$ cat src/sv/hcsc_pkg.sv
// ----------------------------------------------------------------------------
// hcsc_pkg: shared types, constants and helpers
// Codes, limits and small constant-divide helpers for the hall commutation
// speed controller.
// ----------------------------------------------------------------------------
package hcsc_pkg;

  localparam int AVG_DEPTH = 16;
  localparam int AVG_IDX_W = $clog2(AVG_DEPTH);
  localparam int AVG_SHIFT = $clog2(AVG_DEPTH);

  localparam int PERIOD_W = 9;
  localparam int SUM_W    = 13;
  localparam int OFF_W    = 7;
  localparam int DUTY_W   = 6;
  localparam int TGT_W    = 7;
  localparam int PWM_W    = 16;
  localparam int PROD_W   = PWM_W + DUTY_W;
  localparam int CFG_IDX_W = 2;

  localparam logic [PERIOD_W-1:0] STALL_TICKS = 9'd500;
  localparam logic [PERIOD_W-1:0] MIN_PERIOD  = 9'd9;
  localparam logic [PERIOD_W-1:0] MAX_PERIOD  = 9'd499;

  localparam logic [DUTY_W-1:0] DUTY_MAX      = 6'd50;
  localparam logic [DUTY_W-1:0] DUTY_MAX_M1   = 6'd49;
  localparam logic [DUTY_W-1:0] START_DUTY_RST = 6'd3;

  localparam logic [TGT_W-1:0] TARGET_LOW  = 7'd24;
  localparam logic [TGT_W-1:0] TARGET_HIGH = 7'd100;

  localparam logic [PWM_W-1:0] PWM_PERIOD_RST = 16'd110;
  localparam logic [7:0]       INTERVAL_RST   = 8'd80;

  // floor(x/100) = (x * RECIP_100) >> RECIP_SHIFT for any 22-bit x
  localparam int RECIP_SHIFT = 29;
  localparam logic [22:0] RECIP_100 = 23'd5368710;

  typedef enum logic [1:0] {
    KIND_TICK   = 2'd0,
    KIND_SLOWER = 2'd1,
    KIND_FASTER = 2'd2,
    KIND_SET    = 2'd3
  } kind_e;

  typedef enum logic [1:0] {
    DRIVE_OFF = 2'd0,
    DRIVE_FWD = 2'd1,
    DRIVE_REV = 2'd2
  } drive_e;

  typedef enum logic [CFG_IDX_W-1:0] {
    CFG_PWM_PERIOD      = 2'd0,
    CFG_START_DUTY      = 2'd1,
    CFG_CHANGE_INTERVAL = 2'd2
  } cfg_idx_e;

  typedef struct packed {
    logic                enter;
    logic [PERIOD_W-1:0] period;
  } avg_req_t;

  typedef struct packed {
    logic [PERIOD_W-1:0] avg_q;
    logic [PERIOD_W-1:0] sw_q;
    logic [OFF_W-1:0]    off_q;
    logic [PERIOD_W-1:0] avg_d;
    logic [PERIOD_W-1:0] sw_d;
  } avg_stat_t;

  typedef struct packed {
    drive_e              drive;
    logic [DUTY_W-1:0]   duty;
    logic [PERIOD_W-1:0] avg;
    logic                fault;
  } res_t;

  // floor(x/5) for x < 128
  function automatic logic [4:0] div5(input logic [6:0] x);
    logic [14:0] p;
    p = 15'(x) * 15'd205;
    return p[14:10];
  endfunction

  // floor(x/25) for x < 512
  function automatic logic [4:0] div25(input logic [8:0] x);
    logic [18:0] p;
    p = 19'(x) * 19'd656;
    return p[18:14];
  endfunction

endpackage

$ cat src/sv/hcsc_avg.sv
// ----------------------------------------------------------------------------
// hcsc_avg: period moving average and timing split
// Ring of the last hall periods with a running sum; derives the average,
// the switch time and the off time from it.
// ----------------------------------------------------------------------------
module hcsc_avg (
  input  logic                clk_i,
  input  logic                rst_ni,
  input  hcsc_pkg::avg_req_t  req_i,
  output hcsc_pkg::avg_stat_t stat_o
);
  import hcsc_pkg::*;

  logic [PERIOD_W-1:0]  ring_q [AVG_DEPTH];
  logic [AVG_IDX_W-1:0] idx_q;
  logic [SUM_W-1:0]     sum_q, sum_d;
  logic [PERIOD_W-1:0]  avg_q, avg_d;
  logic [PERIOD_W-1:0]  sw_q, sw_d;
  logic [OFF_W-1:0]     off_q, off_d;

  logic [PERIOD_W-1:0] a;
  logic [5:0]          a6;
  logic [5:0]          lead;
  logic [OFF_W-1:0]    offt;
  logic [7:0]          a9;
  logic [9:0]          a23;

  always_comb begin
    sum_d = sum_q + SUM_W'(req_i.period) - SUM_W'(ring_q[idx_q]);
    a     = sum_d[SUM_W-1:AVG_SHIFT];
    a6    = a[5:0];
    a9    = 8'(a6) * 8'd9;
    a23   = 10'(a6) * 10'd23;
    if (a > 9'd35) begin
      lead = 6'd10;
      offt = 7'd10;
    end else if (a >= 9'd28) begin
      lead = 6'(div5(7'({a6, 1'b0})));
      offt = 7'(div5(7'(a6)));
    end else if (a >= 9'd24) begin
      lead = 6'(div5(7'(a9[7:2])));
      offt = 7'(div5(7'(a6)));
    end else begin
      lead = 6'(div25(a23[9:1]));
      offt = 7'(div5(7'(a6)));
    end
    avg_d = req_i.enter ? a : avg_q;
    off_d = req_i.enter ? offt : off_q;
    sw_d  = req_i.enter ? (a - PERIOD_W'(lead) - PERIOD_W'(offt)) : sw_q;
  end

  always_ff @(posedge clk_i or negedge rst_ni) begin
    if (!rst_ni) begin
      for (int i = 0; i < AVG_DEPTH; i++) ring_q[i] <= '0;
      idx_q <= '0;
      sum_q <= '0;
      avg_q <= '0;
      sw_q  <= '0;
      off_q <= '0;
    end else if (req_i.enter) begin
      ring_q[idx_q] <= req_i.period;
      idx_q <= idx_q + AVG_IDX_W'(1);
      sum_q <= sum_d;
      avg_q <= avg_d;
      sw_q  <= sw_d;
      off_q <= off_d;
    end
  end

  assign stat_o.avg_q = avg_q;
  assign stat_o.sw_q  = sw_q;
  assign stat_o.off_q = off_q;
  assign stat_o.avg_d = avg_d;
  assign stat_o.sw_d  = sw_d;

endmodule

$ cat src/sv/hcsc_core.sv
// ----------------------------------------------------------------------------
// hcsc_core: commutation and speed regulation state
// Tick counting, hall edge detection, duty regulation, target commands,
// drive state and stall fault; registers the per-transaction status.
// ----------------------------------------------------------------------------
module hcsc_core (
  input  logic                 clk_i,
  input  logic                 rst_ni,
  input  logic                 step_en_i,
  input  hcsc_pkg::kind_e      kind_i,
  input  logic                 hall_i,
  input  logic [7:0]           target_i,
  input  logic [7:0]           interval_i,
  input  hcsc_pkg::avg_stat_t  avg_i,
  output hcsc_pkg::avg_req_t   avg_req_o,
  output hcsc_pkg::res_t       res_o
);
  import hcsc_pkg::*;

  logic [PERIOD_W-1:0] tick_q, tick_d, tc1;
  logic                hall_q, hall_d;
  logic [DUTY_W-1:0]   duty_q, duty_d;
  logic [7:0]          adj_q, adj_d;
  logic [TGT_W-1:0]    tgt_q, tgt_d;
  drive_e              drive_q, drive_d;
  logic                stall_q, stall_d;
  logic [9:0]          lim;
  logic                go_down, go_up;
  res_t                res_q;

  always_comb begin
    tick_d  = tick_q;
    hall_d  = hall_q;
    duty_d  = duty_q;
    adj_d   = adj_q;
    tgt_d   = tgt_q;
    drive_d = drive_q;
    stall_d = stall_q;
    tc1     = tick_q + PERIOD_W'(1);
    lim     = 10'(avg_i.sw_q) + 10'(avg_i.off_q);
    go_down = 1'b0;
    go_up   = 1'b0;
    avg_req_o.enter  = 1'b0;
    avg_req_o.period = tc1;
    if (step_en_i && !stall_q) begin
      unique case (kind_i)
        KIND_TICK: begin
          tick_d = tc1;
          if (hall_i != hall_q) begin
            tick_d = '0;
            if (tc1 >= MIN_PERIOD && tc1 <= MAX_PERIOD) begin
              avg_req_o.enter = 1'b1;
              hall_d = hall_i;
            end
            go_down = 10'(tgt_q) > 10'(avg_i.avg_d) + 10'd1;
            go_up   = 10'(tgt_q) + 10'd1 < 10'(avg_i.avg_d);
            if (go_down || go_up) begin
              if (adj_q > interval_i) begin
                adj_d = '0;
                if (go_up) duty_d = (duty_q < DUTY_MAX_M1) ? duty_q + DUTY_W'(1) : DUTY_MAX;
                else       duty_d = (duty_q > DUTY_W'(1)) ? duty_q - DUTY_W'(1) : '0;
              end else if (adj_q != 8'hff) begin
                adj_d = adj_q + 8'd1;
              end
            end
          end
          // switch time is the fresh one, the drive limit is from before the edge
          if (tick_d >= avg_i.sw_d && 10'(tick_d) < lim) drive_d = DRIVE_OFF;
          if (10'(tick_d) >= lim) begin
            if (duty_d > DUTY_MAX) drive_d = DRIVE_OFF;
            else                   drive_d = hall_d ? DRIVE_REV : DRIVE_FWD;
          end
          if (tick_d >= STALL_TICKS) begin
            stall_d = 1'b1;
            drive_d = DRIVE_OFF;
          end
        end
        KIND_SLOWER: tgt_d = (tgt_q < TARGET_HIGH) ? tgt_q + TGT_W'(1) : TARGET_HIGH;
        KIND_FASTER: tgt_d = (tgt_q > TARGET_LOW) ? tgt_q - TGT_W'(1) : TARGET_LOW;
        KIND_SET: begin
          if (target_i >= 8'(TARGET_LOW) && target_i <= 8'(TARGET_HIGH)) tgt_d = target_i[6:0];
        end
        default: ;
      endcase
    end
  end

  always_ff @(posedge clk_i or negedge rst_ni) begin
    if (!rst_ni) begin
      tick_q  <= '0;
      hall_q  <= 1'b0;
      duty_q  <= START_DUTY_RST;
      adj_q   <= '0;
      tgt_q   <= TARGET_HIGH;
      drive_q <= DRIVE_OFF;
      stall_q <= 1'b0;
    end else if (step_en_i) begin
      tick_q  <= tick_d;
      hall_q  <= hall_d;
      duty_q  <= duty_d;
      adj_q   <= adj_d;
      tgt_q   <= tgt_d;
      drive_q <= drive_d;
      stall_q <= stall_d;
    end
  end

  always_ff @(posedge clk_i) begin
    if (step_en_i) begin
      res_q.drive <= drive_d;
      res_q.duty  <= duty_d;
      res_q.avg   <= avg_i.avg_d;
      res_q.fault <= stall_d;
    end
  end

  assign res_o = res_q;

endmodule

$ cat src/sv/hcsc_cmp.sv
// ----------------------------------------------------------------------------
// hcsc_cmp: pwm compare scaling
// Two stages: pwm period times duty, then divide by one hundred through a
// reciprocal multiply; compare is zero while the bridge is off.
// ----------------------------------------------------------------------------
module hcsc_cmp (
  input  logic                           clk_i,
  input  logic                           load_c_i,
  input  logic                           load_d_i,
  input  logic [hcsc_pkg::PWM_W-1:0]     pwm_i,
  input  hcsc_pkg::res_t                 res_i,
  output hcsc_pkg::res_t                 res_o,
  output logic [hcsc_pkg::PWM_W-1:0]     cmp_o
);
  import hcsc_pkg::*;

  localparam int QW = PROD_W + 23;

  res_t              res_c_q, res_d_q;
  logic [PROD_W-1:0] prod_q;
  logic [PWM_W-1:0]  cmp_q, cmp_d;
  logic [QW-1:0]     quot;

  always_comb begin
    quot  = QW'(prod_q) * QW'(RECIP_100);
    cmp_d = (res_c_q.drive == DRIVE_OFF) ? '0 : quot[RECIP_SHIFT +: PWM_W];
  end

  always_ff @(posedge clk_i) begin
    if (load_c_i) begin
      res_c_q <= res_i;
      prod_q  <= PROD_W'(pwm_i) * PROD_W'(res_i.duty);
    end
    if (load_d_i) begin
      res_d_q <= res_c_q;
      cmp_q   <= cmp_d;
    end
  end

  assign res_o = res_d_q;
  assign cmp_o = cmp_q;

endmodule

$ cat src/sv/hall_commutation_speed_controller.sv
// ----------------------------------------------------------------------------
// hall_commutation_speed_controller: hall sensor commutation and speed loop
// Tick and command transactions in, one status transaction out per input.
// ----------------------------------------------------------------------------
// Input channel: in_valid_i / in_stall_o with kind, hall level and target
// value. A tick advances the period counter and samples the hall level;
// the other kinds step or set the target period.
// Output channel: out_valid_o / out_stall_i with drive, compare value, duty,
// average period and fault, one transaction for every input transaction,
// in order.
// From acceptance a transaction passes the input register, the state update,
// the pwm product and the divide by one hundred feeding the output register.
// Throughput is one transaction per cycle while the receiver does not stall;
// the state loop closes combinationally around the state registers, and
// each stage refills as soon as the stage ahead moves.
// While the receiver stalls, the pipeline keeps filling empty stages and
// holds the waiting result unchanged.
// Reset clears the pipeline, restores register defaults, empties the period
// average and sets duty to its start value and the target period to 100.
// A start duty write is ignored; reset always applies the fixed start duty.
// ----------------------------------------------------------------------------
module hall_commutation_speed_controller (
  input  logic                              clk_i,
  input  logic                              rst_ni,
  input  logic                              cfg_we_i,
  input  logic [hcsc_pkg::CFG_IDX_W-1:0]    cfg_index_i,
  input  logic [hcsc_pkg::PWM_W-1:0]        cfg_data_i,
  input  logic                              in_valid_i,
  output logic                              in_stall_o,
  input  logic [1:0]                        kind_i,
  input  logic                              hall_level_i,
  input  logic [7:0]                        target_value_i,
  output logic                              out_valid_o,
  input  logic                              out_stall_i,
  output logic [1:0]                        drive_o,
  output logic [hcsc_pkg::PWM_W-1:0]        compare_value_o,
  output logic [hcsc_pkg::DUTY_W-1:0]       duty_o,
  output logic [hcsc_pkg::PERIOD_W-1:0]     average_period_o,
  output logic                              fault_o
);
  import hcsc_pkg::*;

  logic [PWM_W-1:0] pwm_q;
  logic [7:0]       interval_q;

  logic       vld_a_q, vld_b_q, vld_c_q, vld_d_q;
  logic       rdy_a, rdy_b, rdy_c, rdy_d;
  kind_e      kind_a_q;
  logic       hall_a_q;
  logic [7:0] tgt_a_q;

  avg_req_t  avg_req;
  avg_stat_t avg_st;
  res_t      res_b, res_d;

  assign rdy_d = !vld_d_q || !out_stall_i;
  assign rdy_c = !vld_c_q || rdy_d;
  assign rdy_b = !vld_b_q || rdy_c;
  assign rdy_a = !vld_a_q || rdy_b;

  always_ff @(posedge clk_i or negedge rst_ni) begin
    if (!rst_ni) begin
      pwm_q      <= PWM_PERIOD_RST;
      interval_q <= INTERVAL_RST;
    end else if (cfg_we_i) begin
      unique case (cfg_idx_e'(cfg_index_i))
        CFG_PWM_PERIOD:      pwm_q      <= cfg_data_i;
        CFG_CHANGE_INTERVAL: interval_q <= cfg_data_i[7:0];
        CFG_START_DUTY:      ;
        default:             ;
      endcase
    end
  end

  always_ff @(posedge clk_i or negedge rst_ni) begin
    if (!rst_ni) begin
      vld_a_q <= 1'b0;
      vld_b_q <= 1'b0;
      vld_c_q <= 1'b0;
      vld_d_q <= 1'b0;
    end else begin
      if (rdy_a) vld_a_q <= in_valid_i;
      if (rdy_b) vld_b_q <= vld_a_q;
      if (rdy_c) vld_c_q <= vld_b_q;
      if (rdy_d) vld_d_q <= vld_c_q;
    end
  end

  always_ff @(posedge clk_i) begin
    if (in_valid_i && rdy_a) begin
      kind_a_q <= kind_e'(kind_i);
      hall_a_q <= hall_level_i;
      tgt_a_q  <= target_value_i;
    end
  end

  hcsc_avg u_avg (
    .clk_i  (clk_i),
    .rst_ni (rst_ni),
    .req_i  (avg_req),
    .stat_o (avg_st)
  );

  hcsc_core u_core (
    .clk_i      (clk_i),
    .rst_ni     (rst_ni),
    .step_en_i  (vld_a_q && rdy_b),
    .kind_i     (kind_a_q),
    .hall_i     (hall_a_q),
    .target_i   (tgt_a_q),
    .interval_i (interval_q),
    .avg_i      (avg_st),
    .avg_req_o  (avg_req),
    .res_o      (res_b)
  );

  hcsc_cmp u_cmp (
    .clk_i    (clk_i),
    .load_c_i (vld_b_q && rdy_c),
    .load_d_i (vld_c_q && rdy_d),
    .pwm_i    (pwm_q),
    .res_i    (res_b),
    .res_o    (res_d),
    .cmp_o    (compare_value_o)
  );

  assign in_stall_o       = !rdy_a;
  assign out_valid_o      = vld_d_q;
  assign drive_o          = res_d.drive;
  assign duty_o           = res_d.duty;
  assign average_period_o = res_d.avg;
  assign fault_o          = res_d.fault;

endmodule
$ cat config.mk
export PLATFORM = sky130hd
export DESIGN_NAME = hall_commutation_speed_controller
export DESIGN_NICKNAME = d
export VERILOG_FILES = /design/src/sv/hcsc_pkg.sv /design/src/sv/hcsc_avg.sv /design/src/sv/hcsc_core.sv /design/src/sv/hcsc_cmp.sv /design/src/sv/hall_commutation_speed_controller.sv
export SDC_FILE = /design/constraint.sdc
export NUM_CORES = 2
export LEC_CHECK = 0
export ABC_AREA = 1
export BUFFER_PORTS_ARGS = -buffer_cell sky130_fd_sc_hd__buf_2
export CAP_MARGIN = 20
export CELL_PAD_IN_SITES_DETAIL_PLACEMENT = 1
export CELL_PAD_IN_SITES_GLOBAL_PLACEMENT = 1
export CORE_UTILIZATION = 47
export CTS_BUF_LIST = sky130_fd_sc_hd__clkbuf_4
export DETAILED_ROUTE_END_ITERATION = 10
export GPL_TIMING_DRIVEN = 0
export PLACE_DENSITY_LB_ADDON = 0.1
export SYNTH_ARGS = -nofsm -noshare
export SYNTH_HDL_FRONTEND = slang
export SYNTH_SLANG_ARGS = --single-unit
$ cat constraint.sdc
create_clock -name clk_i -period 11.7 [get_ports clk_i]
set_input_delay 0 -clock clk_i [delete_from_list [all_inputs] [get_ports clk_i]]
set_output_delay 0 -clock clk_i [all_outputs]
set_load 0.02 [all_outputs]
# Yosys cells after proc, flatten, opt, wreduce, memory -nomap -nowiden
# Cells that the tools add are included.
dict set report totals {
  reg_bits 351
  elab_cells 182
  output_inout_bits 36
}
dict set report op_classes {
  mux 49
  reduce_logical 31
  mul 8
  eq_ne 7
  n_bitwise 1
  magnitude_cmp 21
  addsub 14
}
# cell count
set op_table {}
lappend op_table {{$bwmux W144} 1}
lappend op_table {{$mux W6} 12}
lappend op_table {{$mux W9} 8}
lappend op_table {{$mul A22 B22 Y44 const B} 1}
lappend op_table {{$mul A6 B8 Y14 const B} 3}
lappend op_table {{$bmux W9 S4} 1}
lappend op_table {{$demux W9 S4} 1}
lappend op_table {{$mul A16 B6 Y22} 1}
lappend op_table {{$mux W7} 3}
lappend op_table {{$pmux W7 S3} 1}
lappend op_table {{$ge A9 B5 Y1 const B} 2}
lappend op_table {{$mux W8} 2}
lappend op_table {{$mul A9 B6 Y15 const B} 1}
lappend op_table {{$mux W2} 7}
lappend op_table {{$add A13 B9 Y13} 1}
lappend op_table {{$sub A13 B9 Y13} 1}
lappend op_table {{$mux W1} 11}
lappend op_table {{$add A9 B1 Y10 const B} 1}
lappend op_table {{$add A9 B7 Y10} 1}
lappend op_table {{$ge A9 B10 Y1} 1}
lappend op_table {{$gt A7 B10 Y1} 1}
lappend op_table {{$lt A10 B9 Y1} 1}
lappend op_table {{$lt A9 B10 Y1} 1}
lappend op_table {{$mul A6 B5 Y10 const B} 1}
lappend op_table {{44 further kinds} 67}

# Longest topological paths before layout
dict set report logic_depth {
  word_depth 21
  depth_mapped 66
}

# Modules after synthesis
# From an unflattened synthesis, not the netlist that was laid out.
dict set report hier_totals {
  hier_cells 4044
  hier_area_um2 33599.7
}
# mod n_inst cells_per_inst area_per_inst_um2
set by_module_without_submodules {}
lappend by_module_without_submodules {hcsc_cmp 1 1717 15053.2}
lappend by_module_without_submodules {hcsc_avg 1 1547 12348.1}
lappend by_module_without_submodules {hcsc_core 1 653 4694.5}
lappend by_module_without_submodules {hall_commutation_speed_controller 1 127 1503.9}

# Worst setup path after synthesis
# No wires, ideal clock.
dict set report synth_path {
  kind {register to register}
  start {reg u_avg.idx_q[0]}
  end {reg u_core.res_q (netlist bit u_core.res_o[17]), data pin}
  stages_incl_launch_ff 64
  path_slack_ns 0.498
  path_buffers 2
  period_less_slack_ns 11.202
  arrival_ns 11.071
  required_ns 11.569
  cell_sequence {dfrtp_1 inv_1 clkbuf_1 clkbuf_1 nor2_1 o22ai_1 nand2_1 nand4_1 fa_1 inv_1 ha_1 a21oi_1 nor2_1 nor2_1 nand2_1 nand2_1 nand2_1 ha_1 [28 not listed] nand2_1 o21ai_0 a21oi_1 o21bai_1 xor2_1 nand2_1 o21ai_0 inv_1 ha_1 a21oi_1 nand2_1 a21oi_1 nor2_1 o21ai_0 nand2_1 a2111oi_0 o21ai_2 nand2_1}
}
dict set report synth_via {
  elab_chain_cells 20
  elab_cells_between_ends 41
  cone_classes {4 x add/sub; 6 x mul; 7 x order compare; 21 x mux; 1 x bitwise; 2 x reduce/logical}
}
# item line_no
set synth_lines {}
lappend synth_lines {{from (decl)} hcsc_avg.sv:15} ;# logic [AVG_IDX_W-1:0] idx_q;
lappend synth_lines {{from (signal assigned)} hcsc_avg.sv:62} ;# idx_q <= idx_q + AVG_IDX_W'(1);
lappend synth_lines {{$not A4 Y5 (implied by the code) (*)} hcsc_avg.sv:29} ;# sum_d = sum_q + SUM_W'(req_i.period) - SUM_W'(ring_q[idx_q]);
lappend synth_lines {{$bmux W9 S4 (*)} hcsc_avg.sv:29}
lappend synth_lines {{$mux W9 (implied by the code) (*) (2 in a row)} hcsc_avg.sv:29}
lappend synth_lines {{$sub A13 B9 Y13 (*)} hcsc_avg.sv:29}
lappend synth_lines {{via u_avg.sum_d[7]} hcsc_avg.sv:16} ;# logic [SUM_W-1:0] sum_q, sum_d;
lappend synth_lines {{$mul A6 B5 Y10 or $mul A6 B4 Y8 (tied branches)} {hcsc_avg.sv:33, hcsc_avg.sv:32}}
lappend synth_lines {{$mul A9 B6 Y15 or $mul A6 B8 Y14 (tied branches)} {hcsc_pkg.sv:88, hcsc_pkg.sv:81}}
lappend synth_lines {{$mux W5} hcsc_avg.sv:40} ;# end else if (a >= 9'd24) begin
lappend synth_lines {{[5 not listed]} -}
lappend synth_lines {{$ge A9 B9 Y1} hcsc_core.sv:68} ;# if (tick_d >= avg_i.sw_d && 10'(tick_d) < lim) drive_d = DRIVE_OFF;
lappend synth_lines {{$logic_and A1 B1 Y1} hcsc_core.sv:68}
lappend synth_lines {{$mux W2} hcsc_core.sv:68}
lappend synth_lines {{$mux W2 (*)} hcsc_core.sv:69} ;# if (10'(tick_d) >= lim) begin
lappend synth_lines {{$mux W2 (*)} hcsc_core.sv:73} ;# if (tick_d >= STALL_TICKS) begin
lappend synth_lines {{$mux W2 (*)} hcsc_core.sv:46} ;# unique case (kind_i)
lappend synth_lines {{$mux W2 (*)} hcsc_core.sv:45} ;# if (step_en_i && !stall_q) begin
lappend synth_lines {{via u_core.drive_d[1]} hcsc_core.sv:25} ;# drive_e drive_q, drive_d;
lappend synth_lines {{to (decl)} hcsc_core.sv:29} ;# res_t res_q;
# The timed path passes the listed nets; every way through them passes the cells marked *. The select of a mux whose other input is x is not followed.
# A chain may end at the register's enable or synchronous reset.

# Worst setup path in the final report
dict set report layout_path {
  start {reg u_avg.idx_q[1]}
  end {reg u_core.res_q (netlist bit u_core.res_o[17]), data pin}
}
dict set report layout_via {
  elab_chain_cells 20
  elab_cells_between_ends 41
  cone_classes {4 x add/sub; 6 x mul; 7 x order compare; 21 x mux; 1 x bitwise; 2 x reduce/logical}
}
# item line_no
set layout_lines {}
lappend layout_lines {{$not A4 Y5 (implied by the code) (*)} hcsc_avg.sv:29}
lappend layout_lines {{$bmux W9 S4 (*)} hcsc_avg.sv:29}
lappend layout_lines {{$mux W9 (implied by the code) (*) (2 in a row)} hcsc_avg.sv:29}
lappend layout_lines {{$sub A13 B9 Y13 (*)} hcsc_avg.sv:29}
lappend layout_lines {{$mul A6 B5 Y10 or $mul A6 B4 Y8 (tied branches)} {hcsc_avg.sv:33, hcsc_avg.sv:32}}
lappend layout_lines {{$mul A9 B6 Y15 or $mul A6 B8 Y14 (tied branches)} {hcsc_pkg.sv:88, hcsc_pkg.sv:81}}
lappend layout_lines {{$mux W5} hcsc_avg.sv:40}
lappend layout_lines {{$mux W6} hcsc_avg.sv:37} ;# end else if (a >= 9'd28) begin
lappend layout_lines {{[4 not listed]} -}
lappend layout_lines {{$ge A9 B9 Y1} hcsc_core.sv:68}
lappend layout_lines {{$logic_and A1 B1 Y1} hcsc_core.sv:68}
lappend layout_lines {{$mux W2} hcsc_core.sv:68}
lappend layout_lines {{$mux W2 (*)} hcsc_core.sv:69}
lappend layout_lines {{$mux W2 (*)} hcsc_core.sv:73}
lappend layout_lines {{$mux W2 (*)} hcsc_core.sv:46}
lappend layout_lines {{$mux W2 (*)} hcsc_core.sv:45}
lappend layout_lines {{via u_core.drive_d[1]} hcsc_core.sv:25}
# Marked as above.

==> results_dict.tcl <==
set metrics [dict create \
    status "complete, no violations" \
    syn_nets 4180 \
    r2r-start "u_avg.idx_q[1]" \
    synth-seq-cells 348 \
    relSlewSlack_pct 28.0 \
    grt-ovfl-total 0 \
    nets 4489 \
    core_region_area_mm2 0.0649 \
    mappedNetlistArea_mm2 0.0311 \
    yosys-top-cells-area "dfrtp_1 19%, ha_1 18%, fa_1 17%, edfxtp_1 9.9%, nand2_1 7.4%" \
    cts_tree "yes" \
    finalCritPeriodShare_pct 97.1 \
    grt_max_degree 112 \
    maxCapViolCount 0 \
    clk_latency_ns 0.90 \
    std_cell_rows 93 \
    crit_family "adder cells" \
    synth_compound_area_share_pct 10.9 \
    drv_slew 0 \
    place_congestion 0.942 \
    initial_core_util_pct 47.9 \
    drc 0 \
    avgSynthCellArea_um2 9.08 \
    synth_edf_count 103 \
    async_reset_ff_share_pct 70.4 \
    synth_top_area_share_pct 18.7 \
    hold_viol 0 \
    ctsLongestPathBuffers 3 \
    hold_class "input port to asynchronous set/reset pin" \
    dpl.hpwl_um 70700 \
    io_pins 70 \
    yosys_warnings 0 \
    crit_path_max_fanout 10 \
    crit_slowest_cell "fa_1" \
    avgViaCountPerCell 5.43 \
    drtIter0Drc 1246 \
    num_vias 25400 \
    min_period_ns 11.36 \
    clockRootBuffer "clkbuf_4" \
    setup_viol 0 \
    clk_pin_slew_worst_paths_ns 0.06 \
    arrival_ns 12.05 \
    dr.pass1.iters 5 \
    grt_antenna_before_repair 2 \
    die_area_mm2 0.0673 \
    drt-wirelength-per-cell_um 20.3 \
    crit_buf_inv 11 \
    htreeDepth 3 \
    ant_nets 0 \
    cpPeakStageDelay_ns 0.56 \
    synthXorXnorAreaFrac_pct 2.45 \
    synthFlopType "dfrtp_1" \
    cts_sinks 348 \
    endpoint_kind "flip-flop" \
    setup_tns_ns 0 \
    yosysSeqAreaShare_pct 29.7 \
    syn2layout_area_growth_pct 15.9 \
    synthCells 3429 \
    crit_start "u_avg.idx_q[1]" \
    skew_ns 0.0821 \
    grt_pass1_vias 28200 \
    io_buffers 69 \
    worstMarginPinSlew_ns 1.07 \
    track_usage_pct 28.7 \
    yosys.area_share.adder_pct 35.3 \
    fmax_mhz 88.0 \
    die_w_um 259 \
    holdWs_ns 0.205 \
    yosysTopAreaCell "dfrtp_1" \
    synthSimpleGateAreaFrac_pct 13.4 \
    drive_above_1_share_pct 13.5 \
    synthMuxAreaShare_pct 0.289 \
    critPathLaunchType "flip-flop" \
    grt_pass1_wl_um 151000 \
    synth_top_family_by_area "adder cells" \
    routed_wl_um 95000 \
    cts_made_buffers 102 \
    synth.distinct_cells 60 \
    cp.required_ns 12.39 \
    critPathKind "flip-flop to flip-flop" \
    die_h_um 259 \
]
kinds of logic after synthesis:
group	after synthesis
buf+inv	659
fa+ha+maj	717
mux	8
compound gates	622
simple gates	991
flops	348
xor+xnor	84
per-stage QoR:
| step | instance area, µm² | std cells | util [%] | setup WS, ns |
|---|---|---|---|---|
| after floorplan | 31100 | 3429 | - | 0.498 |
| after global placement | 32500 | 4353 | 50.1 | -1.97 |
| after detailed placement | 32700 | 4357 | 50.3 | -2.51 |
| after CTS | 35300 | 4646 | 54.4 | 0.0207 |
| after global routing | 36100 | 4678 | 55.5 | -0.220 |
| final | 36100 | 4679 | 55.5 | 0.341 |
sequential cells by signal (all words and copies together) (netlist names), 7 cells and up:
signal / cells
u_core.adj_q: 8
u_core.tick_q: 9
u_cmp.prod_q: 22
interval_q: 8
u_cmp.res_c_q: 18
u_avg.ring_q: 144
u_avg.sw_q: 9
pwm_q: 16
u_cmp.res_o: 18
u_cmp.cmp_o: 16
u_avg.sum_q: 13
u_core.res_o: 18
u_avg.avg_q: 9
tgt_a_q: 8
u_core.tgt_q: 7
final cells by class:
cell class                 instances  area [µm²]
buffer                            73         443
multi-input combinational       2422       20000
timing repair buffer             212        1710
antenna                            3        7.51
sequential                       348        9240
inverter                         579        2200
clock buffer                     137        1030
tap                              855        1070
clock inverter                    50         335
fill                            7535       28900
final timing paths:
check | endpoint | slack (ns) | cells past startpoint
worst max-delay path | u_core.res_o[17] | 0.34 | 61
worst min register to register | u_cmp.res_o[14] | 0.42 | 0
max in group asynchronous | pwm_q[8] | 10.55 | 5
worst min-delay path | u_avg.ring_q[19] | 0.20 | 4
min in group clk_i | tgt_a_q[4] | 0.37 | 3
worst max register to register | u_core.res_o[17] | 0.34 | 61
tightest hold or removal path: stages:
cell	delay, ns
dlygate4sd3_1	0.51
dlygate4sd3_1	0.58
buf_8	0.11
buf_12	0.21
per-layer routing:
layer  routed length [µm]  GRT usage (%)  vias up  share of wire (%)
met5                    0              0        -                  0
met4                 2860           9.56        0                3.0
met3                 3560           3.82      188                3.7
met2                49000           51.6      526                 52
met1                39600           35.3    12800                 42
li1                     -              -    11900                  -
timing repair:
item,CTS,global route
gates cloned,0,0
resized for setup,102,138
endpoints found under the setup margin,11,4
buffers inserted,27,33
pin swaps,12,51
hold endpoints to repair,366,0
hold buffers,79,0
synth_stat cells (all sizes together), types with 5 or more instances:
library cell and number:
nand2 639, inv 567, ha 450, o21ai 363, fa 267, dfrtp 233, nor2 199, a21oi 139
edfxtp 103, nand3 78, clkbuf 74, xor2 69, nand4 38, o22ai 32, a21o 16, xnor2 15
nor3 14, or2 13, clkinv 12, dfstp 12, o211ai 11, o21a 11, o21bai 10, a31oi 9
mux2 8, a211oi 5, a221oi 5, buf 5
cell usage in the layout (no fill, tap or decap), types with 70 or more instances in the layout:
cell type,count
dfrtp_1,229
nand3_1,70
nor2_1,180
fa_1,265
a21oi_1,123
buf_2,76
dlygate4sd3_1,78
ha_1,432
o21ai_0,321
inv_1,551
edfxtp_1,103
nand2_1,607
clkbuf_4,139
Power is not shown: default switching activity piles up to over one toggle a cycle in this logic, so the estimate is an artifact.
